==> src/design/vakf_pkg.sv <==
`timescale 1ns / 1ps
// ----------------------------------------------------------------------------
// vakf_pkg: shared types and helpers for the velocity/accel Kalman filter
// Micro-operation codes, register indexes, command/status structs, saturation.
// ----------------------------------------------------------------------------
package vakf_pkg;

  localparam int unsigned DivSteps = 48;
  localparam int unsigned CntW     = $clog2(DivSteps + 1);

  typedef enum logic [2:0] {
    REG_Q_VELOCITY       = 3'd0,
    REG_Q_ACCEL          = 3'd1,
    REG_R_MEASURE        = 3'd2,
    REG_INITIAL_VELOCITY = 3'd3,
    REG_INITIAL_ACCEL    = 3'd4
  } vakf_reg_e;

  typedef enum logic [3:0] {
    OP_V_PRED,
    OP_T,
    OP_CVA_PRED,
    OP_CAV_PRED,
    OP_CAA_PRED,
    OP_CVV_PRED,
    OP_V_CORR,
    OP_A_CORR,
    OP_CVV_CORR,
    OP_CVA_CORR,
    OP_CAV_CORR,
    OP_CAA_CORR
  } vakf_op_e;

  typedef struct packed {
    logic     load_in;
    logic     mul_en;
    logic     wb_en;
    logic     div_start;
    logic     out_load;
    vakf_op_e op;
  } vakf_cmd_t;

  typedef struct packed {
    logic div_done;
  } vakf_status_t;

  function automatic logic signed [49:0] sx50(input logic signed [31:0] x);
    sx50 = {{18{x[31]}}, x};
  endfunction

  function automatic logic signed [31:0] sat32(input logic signed [49:0] x);
    if (x > 50'sh0_0000_7FFF_FFFF) begin
      sat32 = 32'sh7FFF_FFFF;
    end else if (x < -50'sh0_0000_8000_0000) begin
      sat32 = 32'sh8000_0000;
    end else begin
      sat32 = x[31:0];
    end
  endfunction

endpackage

==> src/design/vakf_div.sv <==
`timescale 1ns / 1ps
// ----------------------------------------------------------------------------
// vakf_div: gain divider
// Radix-2 restoring division of (num << 16) by den, one quotient bit a cycle,
// truncated toward zero and saturated to signed 32 bits.
// ----------------------------------------------------------------------------
module vakf_div (
  input  logic               clk_i,
  input  logic               rst_ni,
  input  logic               start_i,
  input  logic signed [31:0] num_i,
  input  logic signed [33:0] den_i,
  output logic               done_o,
  output logic signed [31:0] quo_o
);
  import vakf_pkg::*;

  logic            busy_q, busy_d, done_q, done_d;
  logic [CntW-1:0] cnt_q, cnt_d;
  logic [47:0]     dvd_q, dvd_d;
  logic [32:0]     rem_q, rem_d, dmag_q, dmag_d;
  logic            neg_q, neg_d, nz_q, nz_d;
  logic [32:0]     nmag;
  logic [33:0]     dneg, r2, diff;
  logic            ge;

  always_comb begin
    nmag   = num_i[31] ? (33'd0 - {num_i[31], num_i}) : {num_i[31], num_i};
    dneg   = 34'd0 - den_i;
    r2     = {rem_q, dvd_q[47]};
    diff   = r2 - {1'b0, dmag_q};
    ge     = (r2 >= {1'b0, dmag_q});
    busy_d = busy_q;
    cnt_d  = cnt_q;
    dvd_d  = dvd_q;
    rem_d  = rem_q;
    dmag_d = dmag_q;
    neg_d  = neg_q;
    nz_d   = nz_q;
    done_d = 1'b0;
    if (start_i) begin
      busy_d = 1'b1;
      cnt_d  = CntW'(DivSteps);
      dvd_d  = {nmag[31:0], 16'd0};
      rem_d  = '0;
      dmag_d = den_i[33] ? dneg[32:0] : den_i[32:0];
      neg_d  = num_i[31] ^ den_i[33];
      nz_d   = (num_i == 32'sd0);
    end else if (busy_q) begin
      // shift in the next dividend bit, subtract when it fits
      rem_d  = ge ? diff[32:0] : r2[32:0];
      dvd_d  = {dvd_q[46:0], ge};
      cnt_d  = cnt_q - CntW'(1);
      if (cnt_q == CntW'(1)) begin
        busy_d = 1'b0;
        done_d = 1'b1;
      end
    end
  end

  always_ff @(posedge clk_i or negedge rst_ni) begin
    if (!rst_ni) begin
      busy_q <= 1'b0;
      done_q <= 1'b0;
      cnt_q  <= '0;
    end else begin
      busy_q <= busy_d;
      done_q <= done_d;
      cnt_q  <= cnt_d;
    end
  end

  always_ff @(posedge clk_i) begin
    dvd_q  <= dvd_d;
    rem_q  <= rem_d;
    dmag_q <= dmag_d;
    neg_q  <= neg_d;
    nz_q   <= nz_d;
  end

  always_comb begin
    if (nz_q) begin
      quo_o = 32'sd0;
    end else if (!neg_q) begin
      quo_o = (dvd_q > 48'h7FFF_FFFF) ? 32'sh7FFF_FFFF : dvd_q[31:0];
    end else begin
      quo_o = (dvd_q > 48'h8000_0000) ? 32'sh8000_0000 : (32'd0 - dvd_q[31:0]);
    end
  end

  assign done_o = done_q;

endmodule

==> src/design/vakf_datapath.sv <==
`timescale 1ns / 1ps
// ----------------------------------------------------------------------------
// vakf_datapath: filter state, shared multiplier and gain dividers
// One registered 32x32 multiply, then a saturating accumulate into the target.
// ----------------------------------------------------------------------------
module vakf_datapath (
  input  logic                clk_i,
  input  logic                rst_ni,
  input  vakf_pkg::vakf_cmd_t cmd_i,
  output vakf_pkg::vakf_status_t status_o,
  input  logic                cfg_we_i,
  input  logic [2:0]          cfg_idx_i,
  input  logic [31:0]         cfg_data_i,
  input  logic signed [31:0]  measured_velocity_i,
  input  logic [15:0]         time_step_i,
  output logic signed [31:0]  filtered_velocity_o
);
  import vakf_pkg::*;

  logic [30:0]        qv_q, qa_q, r_q;
  logic signed [31:0] v_q, a_q, cvv_q, cva_q, cav_q, caa_q;
  logic signed [31:0] t_q, kv_q, ka_q, y_q, pvv_q, pva_q, meas_q, out_q;
  logic [15:0]        dt_q;
  logic signed [63:0] prod_q;
  logic signed [31:0] op_a, op_b, dtx, res, kv_w, ka_w;
  logic signed [49:0] term, addend, sum;
  logic               sub;
  logic signed [33:0] den;
  logic               done_kv, done_ka;

  assign dtx = {16'd0, dt_q};
  assign den = {{2{cvv_q[31]}}, cvv_q} + {3'd0, r_q};

  vakf_div u_div_kv (
    .clk_i  (clk_i),
    .rst_ni (rst_ni),
    .start_i(cmd_i.div_start),
    .num_i  (cvv_q),
    .den_i  (den),
    .done_o (done_kv),
    .quo_o  (kv_w)
  );

  vakf_div u_div_ka (
    .clk_i  (clk_i),
    .rst_ni (rst_ni),
    .start_i(cmd_i.div_start),
    .num_i  (cav_q),
    .den_i  (den),
    .done_o (done_ka),
    .quo_o  (ka_w)
  );

  assign status_o.div_done = done_kv & done_ka;

  always_comb begin
    op_a   = dtx;
    op_b   = a_q;
    addend = sx50(v_q);
    sub    = 1'b0;
    case (cmd_i.op)
      OP_V_PRED:   begin op_a = dtx; op_b = a_q;   addend = sx50(v_q); end
      OP_T:        begin
        op_a = dtx; op_b = caa_q;
        addend = sx50(cva_q) + sx50(cav_q) + {19'd0, qv_q};
      end
      OP_CVA_PRED: begin op_a = dtx; op_b = caa_q; addend = sx50(cva_q); end
      OP_CAV_PRED: begin op_a = dtx; op_b = caa_q; addend = sx50(cav_q); end
      OP_CAA_PRED: begin op_a = dtx; op_b = {1'b0, qa_q}; addend = sx50(caa_q); end
      OP_CVV_PRED: begin op_a = dtx; op_b = t_q;   addend = sx50(cvv_q); end
      OP_V_CORR:   begin op_a = kv_q; op_b = y_q;  addend = sx50(v_q); end
      OP_A_CORR:   begin op_a = ka_q; op_b = y_q;  addend = sx50(a_q); end
      OP_CVV_CORR: begin op_a = kv_q; op_b = pvv_q; addend = sx50(cvv_q); sub = 1'b1; end
      OP_CVA_CORR: begin op_a = kv_q; op_b = pva_q; addend = sx50(cva_q); sub = 1'b1; end
      OP_CAV_CORR: begin op_a = ka_q; op_b = pvv_q; addend = sx50(cav_q); sub = 1'b1; end
      OP_CAA_CORR: begin op_a = ka_q; op_b = pva_q; addend = sx50(caa_q); sub = 1'b1; end
      default:     begin op_a = dtx; op_b = a_q; addend = sx50(v_q); end
    endcase
    // floor of product / 2^16
    term = {{2{prod_q[63]}}, prod_q[63:16]};
    sum  = sub ? (addend - term) : (addend + term);
    res  = sat32(sum);
  end

  always_ff @(posedge clk_i or negedge rst_ni) begin
    if (!rst_ni) begin
      qv_q  <= 31'd3277;
      qa_q  <= 31'd3277;
      r_q   <= 31'd13107;
      v_q   <= '0;
      a_q   <= '0;
      cvv_q <= '0;
      cva_q <= '0;
      cav_q <= '0;
      caa_q <= '0;
    end else begin
      if (cfg_we_i) begin
        unique case (cfg_idx_i)
          REG_Q_VELOCITY:       qv_q <= cfg_data_i[30:0];
          REG_Q_ACCEL:          qa_q <= cfg_data_i[30:0];
          REG_R_MEASURE:        r_q  <= cfg_data_i[30:0];
          REG_INITIAL_VELOCITY: v_q  <= cfg_data_i;
          REG_INITIAL_ACCEL:    a_q  <= cfg_data_i;
          default: ;
        endcase
      end
      if (cmd_i.wb_en) begin
        case (cmd_i.op)
          OP_V_PRED, OP_V_CORR:                   v_q   <= res;
          OP_A_CORR:                              a_q   <= res;
          OP_CVV_PRED, OP_CVV_CORR:               cvv_q <= res;
          OP_CVA_PRED, OP_CVA_CORR:               cva_q <= res;
          OP_CAV_PRED, OP_CAV_CORR:               cav_q <= res;
          OP_CAA_PRED, OP_CAA_CORR:               caa_q <= res;
          default: ;
        endcase
      end
    end
  end

  always_ff @(posedge clk_i) begin
    if (cmd_i.load_in) begin
      meas_q <= measured_velocity_i;
      dt_q   <= time_step_i;
    end
    if (cmd_i.mul_en) begin
      prod_q <= op_a * op_b;
    end
    if (cmd_i.wb_en && cmd_i.op == OP_T) begin
      t_q <= res;
    end
    if (cmd_i.div_start) begin
      y_q   <= sat32(sx50(meas_q) - sx50(v_q));
      pvv_q <= cvv_q;
      pva_q <= cva_q;
    end
    if (status_o.div_done) begin
      kv_q <= kv_w;
      ka_q <= ka_w;
    end
    if (cmd_i.out_load) begin
      out_q <= v_q;
    end
  end

  assign filtered_velocity_o = out_q;

endmodule

==> src/design/vakf_ctrl.sv <==
`timescale 1ns / 1ps
// ----------------------------------------------------------------------------
// vakf_ctrl: filter sequencer
// Walk the micro-operations, wait on the dividers, hand off the result word.
// ----------------------------------------------------------------------------
module vakf_ctrl (
  input  logic                   clk_i,
  input  logic                   rst_ni,
  input  logic                   in_valid_i,
  output logic                   in_stall_o,
  output logic                   out_valid_o,
  input  logic                   out_stall_i,
  input  vakf_pkg::vakf_status_t status_i,
  output vakf_pkg::vakf_cmd_t    cmd_o
);
  import vakf_pkg::*;

  typedef enum logic [2:0] {
    ST_IDLE, ST_MUL, ST_WB, ST_DIV_START, ST_DIV_WAIT, ST_OUT
  } state_e;

  state_e   state_q;
  vakf_op_e op_q;
  logic     out_valid_q;
  logic     out_free;

  assign out_free = !out_valid_q || !out_stall_i;

  always_comb begin
    cmd_o           = '0;
    cmd_o.op        = op_q;
    cmd_o.load_in   = (state_q == ST_IDLE) && in_valid_i;
    cmd_o.mul_en    = (state_q == ST_MUL);
    cmd_o.wb_en     = (state_q == ST_WB);
    cmd_o.div_start = (state_q == ST_DIV_START);
    cmd_o.out_load  = (state_q == ST_OUT) && out_free;
  end

  always_ff @(posedge clk_i or negedge rst_ni) begin
    if (!rst_ni) begin
      state_q     <= ST_IDLE;
      op_q        <= OP_V_PRED;
      out_valid_q <= 1'b0;
    end else begin
      if (out_valid_q && !out_stall_i) begin
        out_valid_q <= 1'b0;
      end
      unique case (state_q)
        ST_IDLE: begin
          if (in_valid_i) begin
            op_q    <= OP_V_PRED;
            state_q <= ST_MUL;
          end
        end
        ST_MUL: state_q <= ST_WB;
        ST_WB: begin
          if (op_q == OP_CVV_PRED) begin
            state_q <= ST_DIV_START;
          end else if (op_q == OP_CAA_CORR) begin
            state_q <= ST_OUT;
          end else begin
            op_q    <= vakf_op_e'(op_q + 4'd1);
            state_q <= ST_MUL;
          end
        end
        ST_DIV_START: state_q <= ST_DIV_WAIT;
        ST_DIV_WAIT: begin
          if (status_i.div_done) begin
            op_q    <= OP_V_CORR;
            state_q <= ST_MUL;
          end
        end
        ST_OUT: begin
          if (out_free) begin
            out_valid_q <= 1'b1;
            state_q     <= ST_IDLE;
          end
        end
        default: state_q <= ST_IDLE;
      endcase
    end
  end

  assign in_stall_o  = (state_q != ST_IDLE);
  assign out_valid_o = out_valid_q;

endmodule

==> src/design/velocity_accel_kalman_filter_top.sv <==
`timescale 1ns / 1ps
// ----------------------------------------------------------------------------
// velocity_accel_kalman_filter_top: two-state velocity/acceleration Kalman filter
// Takes a velocity measurement and time step, returns the corrected velocity.
// ----------------------------------------------------------------------------
// Each accepted word runs six prediction updates and six correction updates,
// each one pass through the one shared 32x32 multiplier and its saturating
// accumulator, with the two gain divisions between them (a start step, 48
// quotient bits one a cycle, and a done step), which run side by side; then
// the output register is loaded.
// The input stalls while a word is in work; a finished result waits in an
// output register, so the next word may be taken while it is still pending.
// Configuration writes must only arrive while the filter is idle; writing the
// initial velocity or acceleration register also loads that state at once.
// All values are signed Q16.16 with saturation, time_step unsigned Q0.16.
module velocity_accel_kalman_filter_top (
  input  logic               clk_i,
  input  logic               rst_ni,
  input  logic               cfg_we_i,
  input  logic [2:0]         cfg_idx_i,
  input  logic [31:0]        cfg_data_i,
  input  logic               in_valid_i,
  output logic               in_stall_o,
  input  logic signed [31:0] measured_velocity_i,
  input  logic [15:0]        time_step_i,
  output logic               out_valid_o,
  input  logic               out_stall_i,
  output logic signed [31:0] filtered_velocity_o
);
  import vakf_pkg::*;

  vakf_cmd_t    cmd;
  vakf_status_t status;

  // sequencer: owns the handshakes and the micro-operation order
  vakf_ctrl u_ctrl (
    .clk_i      (clk_i),
    .rst_ni     (rst_ni),
    .in_valid_i (in_valid_i),
    .in_stall_o (in_stall_o),
    .out_valid_o(out_valid_o),
    .out_stall_i(out_stall_i),
    .status_i   (status),
    .cmd_o      (cmd)
  );

  // state, registers, multiplier and dividers
  vakf_datapath u_datapath (
    .clk_i              (clk_i),
    .rst_ni             (rst_ni),
    .cmd_i              (cmd),
    .status_o           (status),
    .cfg_we_i           (cfg_we_i),
    .cfg_idx_i          (cfg_idx_i),
    .cfg_data_i         (cfg_data_i),
    .measured_velocity_i(measured_velocity_i),
    .time_step_i        (time_step_i),
    .filtered_velocity_o(filtered_velocity_o)
  );

endmodule

==> config.mk <==
export PLATFORM = sky130hd
export DESIGN_NAME = velocity_accel_kalman_filter_top
export DESIGN_NICKNAME = d
export VERILOG_FILES = /design/src/design/vakf_pkg.sv /design/src/design/vakf_div.sv /design/src/design/vakf_datapath.sv /design/src/design/vakf_ctrl.sv /design/src/design/velocity_accel_kalman_filter_top.sv
export SDC_FILE = /design/constraint.sdc
export NUM_CORES = 2
export LEC_CHECK = 0
export ABC_AREA = 1
export BUFFER_PORTS_ARGS = -buffer_cell sky130_fd_sc_hd__buf_2
export CORE_MARGIN = 2
export CORE_UTILIZATION = 40
export DETAILED_ROUTE_END_ITERATION = 10
export PLACE_DENSITY = 0.62
export SLEW_MARGIN = 10
export SYNTH_ARGS = -nofsm -noshare
export SYNTH_HDL_FRONTEND = slang
export SYNTH_SLANG_ARGS = --single-unit
==> constraint.sdc <==
create_clock -name clk_i -period 12 [get_ports clk_i]
set_input_delay 1.2 -clock clk_i [delete_from_list [all_inputs] [get_ports clk_i]]
set_output_delay 1.2 -clock clk_i [all_outputs]
set_load 0.03 [all_outputs]
* Yosys cells after proc, flatten, opt, wreduce, memory -nomap -nowiden *
Index checks and enable logic that the tools add are counted.

cells by class
  $add $sub $neg = 16
  multipliers = 1
  divide/modulo/power cells = 0
  order comparisons = 10
  equality and inequality tests = 27
  shift operators = 0
  muxes and demuxes = 61
  bitwise gates (word level) = 3
  reductions and logical operators = 37

operator list
  operator                                                         count
  two-way mux 32 bit                                               19
  one-hot mux 50 bit (6 select lines)                              1
  two-way mux 48 bit                                               4
  one-hot mux 32 bit (6 select lines)                              1
  subtractor 1 x 32 -> 32 bit, first input constant                4
  greater-than comparator 50 x 32 -> 1 bit, second input constant  2
  < comparator 50 x 32 -> 1 bit, second input constant             2
  two-way mux 33 bit                                               3
  greater-than comparator 48 x 31 -> 1 bit, second input constant  2
  greater-than comparator 48 x 32 -> 1 bit, second input constant  2
  >= comparator 34 x 33 -> 1 bit                                   2
  adder 32 x 32 -> 33 bit                                          2
  subtractor 33 bit                                                2
  zero test 32 bit                                                 2
  multiplier 32 x 32 -> 64 bit                                     1
  one-hot mux 32 bit (2 select lines)                              1
  adder 50 x 31 -> 50 bit                                          1
  adder 50 x 48 -> 50 bit                                          1
  two-way mux 50 bit                                               1
  subtractor 50 x 48 -> 50 bit                                     1
  subtractor 1 x 33 -> 33 bit, first input constant                1
  subtractor 32 x 32 -> 33 bit                                     1
  two-way mux 6 bit                                                4
  one-hot mux 3 bit (6 select lines)                               1
  other kinds (31)                                                 94

storage, ports and cells
  flip-flop bits (word level) = 844
  latch bits = 0
  RAM bits = 0
  ROM bits = 0
  bits of input ports = 88
  memories = 0

* Longest topological paths before layout *
  word-level depth = 10
  gate-level depth with buffers = 49
  depth with buffers taken out = 48

* By module *
Synthesis repeated with hierarchy kept, for this count alone.

unflattened totals
  cells, all modules = 12246
  area total of the unflattened synthesis = 94180.3 sq um

modules (own cells, without submodules)
  module                          times used  cells each  area an instance (sq um)
  vakf_datapath                   1           8929        72878.6
  vakf_div (u_datapath.u_div_kv)  1           1623        10433.8
  vakf_div (u_datapath.u_div_ka)  1           1619        10317.4
  vakf_ctrl                       1           75          550.5

* Worst setup path after synthesis *
No wires, ideal clock.

  path kind = register to register
  from = register u_ctrl.op_q[0]
  to = register u_datapath.prod_q[63] (data pin)
  library setup time = 0.253 ns
  arrival = 8.857 ns
  slack = 2.891 ns
  cell stages (with the launch flop) = 31
  path buffers = 2
  period minus slack after synthesis = 9.109 ns
  cells stage by stage = dfrtp_1 > inv_1 > ha_1 > o21ai_0 > clkbuf_1 > buf_1 > nor2_1 > a221oi_1 > o2111ai_1 > nand2_1 > inv_1 > fa_1 > fa_1 > fa_1 > fa_1 > inv_1 > fa_1 > inv_1 > fa_1 > fa_1 > inv_1 > fa_1 > inv_1 > ha_1 > a21oi_1 > o21ai_0 > nor3b_1 > a2111oi_0 > nand2_1 > nand2_1 > nand2_1

between the ends
  cells in the longest elaborated chain, start to end = 4
  elaborated cells on any way between the ends = 20

RTL lines
  what                                                                                        RTL line              text
  from (decl)                                                                                 vakf_ctrl.sv:23       vakf_op_e op_q;
  from (signal assigned)                                                                      vakf_ctrl.sv:62       op_q <= vakf_op_e'(op_q + 4'd1);
  == test 4 x 2 -> 1 bit, or another cell as far along                                        vakf_datapath.sv:61   case (cmd_i.op)
  OR reduction 3 bit (no source line) or OR reduction 2 bit (tied branches)                   n/a
  one-hot mux 32 bit (6 select lines) or one-hot mux 32 bit (2 select lines) (tied branches)  vakf_datapath.sv:61
  multiplier 32 x 32 -> 64 bit (*)                                                            vakf_datapath.sv:127  prod_q <= op_a * op_b;
  to (signal assigned)                                                                        vakf_datapath.sv:127
  to (decl)                                                                                   vakf_datapath.sv:24   logic signed [63:0] prod_q;

Mark *: on every way between the ends. The rest lies on a longest branch, timed or not.
A chain may end at the register's enable or synchronous reset.

* Final worst setup path *
  from = register u_ctrl.op_q[1]
  to = register u_datapath.prod_q[59] (data pin)

The elaborated chain is that of the path after synthesis.

==> flow_summary.ini <==
[cts]
cts_buffers = 100
cts_buffer_depth = 3
cts_root_buffer = clkbuf_16
ctsResizeCount = 0
htreeDepth = 3
clk_pin_slew_ns = 0.06
clkLatencyLatePin_ns = 0.78
ctsHoldBuffers = 0
cts.sinks = 828
cts_tree = yes
post-cts-setup-buffers = 0

[routing]
detail-route-antenna-nets = 0
detail_route.wl_per_cell_um = 24.31
routed_via_density = 5.509
vias = 80570
drtIter0Drc = 8372
drt_pre_antenna_iters = 7
drc = 0
wl_um = 355600

[synth]
synthMuxAreaShare_pct = 0.01249
syn_inst = 11490
synth_top_family_by_area = adder cells
yosys_warnings = 0
synth.most_common_cell = nand2_1
seq_area_frac_synth_pct = 24.80
synth_common_cells = nand2_1, inv_1, fa_1
synth_edf_count = 421
synthAdderAreaFrac_pct = 30.21
synth-seq-cells = 828
ys_async_sr_fraction_pct = 37.32
synth_area_um2 = 90190
synth_top_area_share_pct = 24.15
syn_area_per_cell_um2 = 7.850
synth_top_cell_by_area = fa_1
synth_simple_gate_area_share_pct = 20.90
synth_compound_area_share_pct = 10.33
synthesis.nets = 13100
synth-xor-area-share_pct = 2.962
synth_ff_type = edfxtp_1
ys_types = 69
synthTopCellsByArea = fa_1, edfxtp_1, nand2_1

[worst_setup_path]
critPathRequiredTime_ns = 12.50
crit_top_cell = fa_1
critical_path.max_stage_delay_ns = 0.92
criticalPathCategory = flip-flop to flip-flop
critPathTopFamily = adder cells
crit_fanout = 21
critPathBufInv = 7
cp_slowest_cell = clkinv_1
end_kind = flip-flop
critPathLaunchType = flip-flop
arrival_ns = 11.14

[floorplan]
row_count = 174
dieArea_um2 = 229300
initial_core_util_pct = 40.18
io_pins = 122
dieWidth_um = 478.8
dieHeight_um = 478.8
core_um2 = 224500

[run_status]
failed_checks = capacitance limit
status = finished with violations

[global_route]
grtUsageMet3_pct = 6.173
grt_pass1_wl_um = 529200
grt_pass1_vias = 80610
top_usage_layer = met2
overflow = 0
track_usage_pct = 30.98
gr-usage-met1_pct = 41.11
grt_max_degree = 154
grt_antenna_before_repair = 19
met2_usage_pct = 46.78

[sta]
max_freq_mhz = 93.99
setup_viol = 0
period_needed_ns = 10.64
finalCritPeriodShare_pct = 88.67
setup_tns_ns = 0
hold_viol_final = 0
worst_slew_pin_slew_ns = 1.435
fin_skew_ns = 0.05204
drv_slew = 0
maxSlewHeadroom_pct = 1.854
fin_ws_ns = 1.360
rsz0062_at_grt = false

[layout]
drive_gt1_share_pct = 5.653
finish.net_count = 13150
fill_cells = 22590
final_area_um2 = 98530
areaGrowthSynthToFinish_pct = 9.249
final_util_pct = 43.90

[placement]
port_buffers = 121
dpl.hpwl_um = 288400
dpl-instance-area_um2 = 94980
place_ws_ns = 1.645
gp_congestion = 1.046

[worst_hold_path]
hold_path_class = flip-flop to flip-flop

[run]
drv_cap = 1
[metrics by stage]
step,hold WS (ns),cells
floorplan,0.4249,11490
global placement,0.4502,14420
detailed placement,0.4381,14430
CTS,0.4617,14610
global route,0.4734,14620
finish,0.4594,14630
[registers in the layout, summed over array words and instances, names as in the netlist, 33 cells and up]
signal                      flops
u_datapath.prod_q              48
u_datapath.u_div_ka.dvd_q      48
u_datapath.u_div_ka.rem_q      33
u_datapath.u_div_kv.dmag_q     33
u_datapath.u_div_kv.dvd_q      48
u_datapath.u_div_kv.rem_q      33
[cell type report]
| class | instances | area [µm²] | area share (%) |
|---|---|---|---|
| Tap cell | 2992 | 3744 | 3.799 |
| Clock buffer | 121 | 2724 | 2.764 |
| Clock inverter | 66 | 793.3 | 0.8051 |
| Multi-Input combinational cell | 8091 | 58440 | 59.31 |
| Sequential cell | 828 | 22360 | 22.70 |
| Timing Repair Buffer | 328 | 2218 | 2.251 |
| Antenna cell | 13 | 32.53 | 0.03302 |
| Inverter | 2188 | 8215 | 8.338 |
[worst reg2reg max path, delay by kind of cell (launching register included)]
family	cells	cell delay [ns]
compound gates	4	1.33
fa+ha+maj	10	4.79
buf+inv	7	2.41
flops	1	0.42
simple gates	10	1.43
[path summary, 6_finish.rpt]
path                                                      endpoint  slack [ns]                from  cells after the start
worst max register to register               u_datapath.prod_q[59]        1.36      u_ctrl.op_q[1]                     31
max in group asynchronous                       u_datapath.v_q[14]        9.02              rst_ni                      3
min in group asynchronous                       u_datapath.v_q[26]        0.50              rst_ni                      1
worst max-delay path                         u_datapath.prod_q[59]        1.36      u_ctrl.op_q[1]                     31
worst min register to register  u_datapath.filtered_velocity_o[27]        0.46  u_datapath.v_q[27]                      0
worst min-delay path            u_datapath.filtered_velocity_o[27]        0.46  u_datapath.v_q[27]                      0
[per-layer routing]
metal / wire (µm) / vias up
met5: 154 / -
met1: 145300 / 39580
met4: 26340 / 18
met3: 30910 / 951
met2: 152900 / 3962
li1: - / 36070
[cells by family after synthesis]
group                    Yosys count
AND/OR/NAND/NOR                 4652
buffers and inverters           2570
AO/OA/AOI/OAI                   1607
adder cells (fa/ha/maj)         1525
flip-flops                       828
XOR/XNOR                         305
other                              1
multiplexers                       1
[layout by cell type, fill, tap and decap left out, types with 17 or more instances in the layout]
master,Yosys,layout
nand2_1,3073,3070
inv_1,2162,2158
fa_1,1088,1088
nor2_1,893,876
o21ai_0,570,567
a21oi_1,543,539
ha_1,437,437
edfxtp_1,421,421
nand3_1,306,303
dfrtp_1,287,287
xor2_1,201,201
buf_4,0,201
buf_2,8,120
nor3_1,113,113
nand4_1,104,104
xnor2_1,104,104
clkbuf_16,0,102
dfxtp_1,98,98
o211ai_1,78,78
a22oi_1,73,73
a221oi_1,46,46
nor4_1,45,45
o22ai_1,58,43
a31oi_1,36,36
nand3b_1,31,31
clkinv_1,13,28
o21a_1,28,28
a21o_1,27,27
nand2_2,21,24
or2_2,24,24
o21bai_1,24,24
dfstp_2,22,22
clkinv_2,0,19
nand2_4,17,17
Power is left out: the tool's default activity adds up to more than one toggle a clock period on the data nets, which glitch-free logic cannot reach.
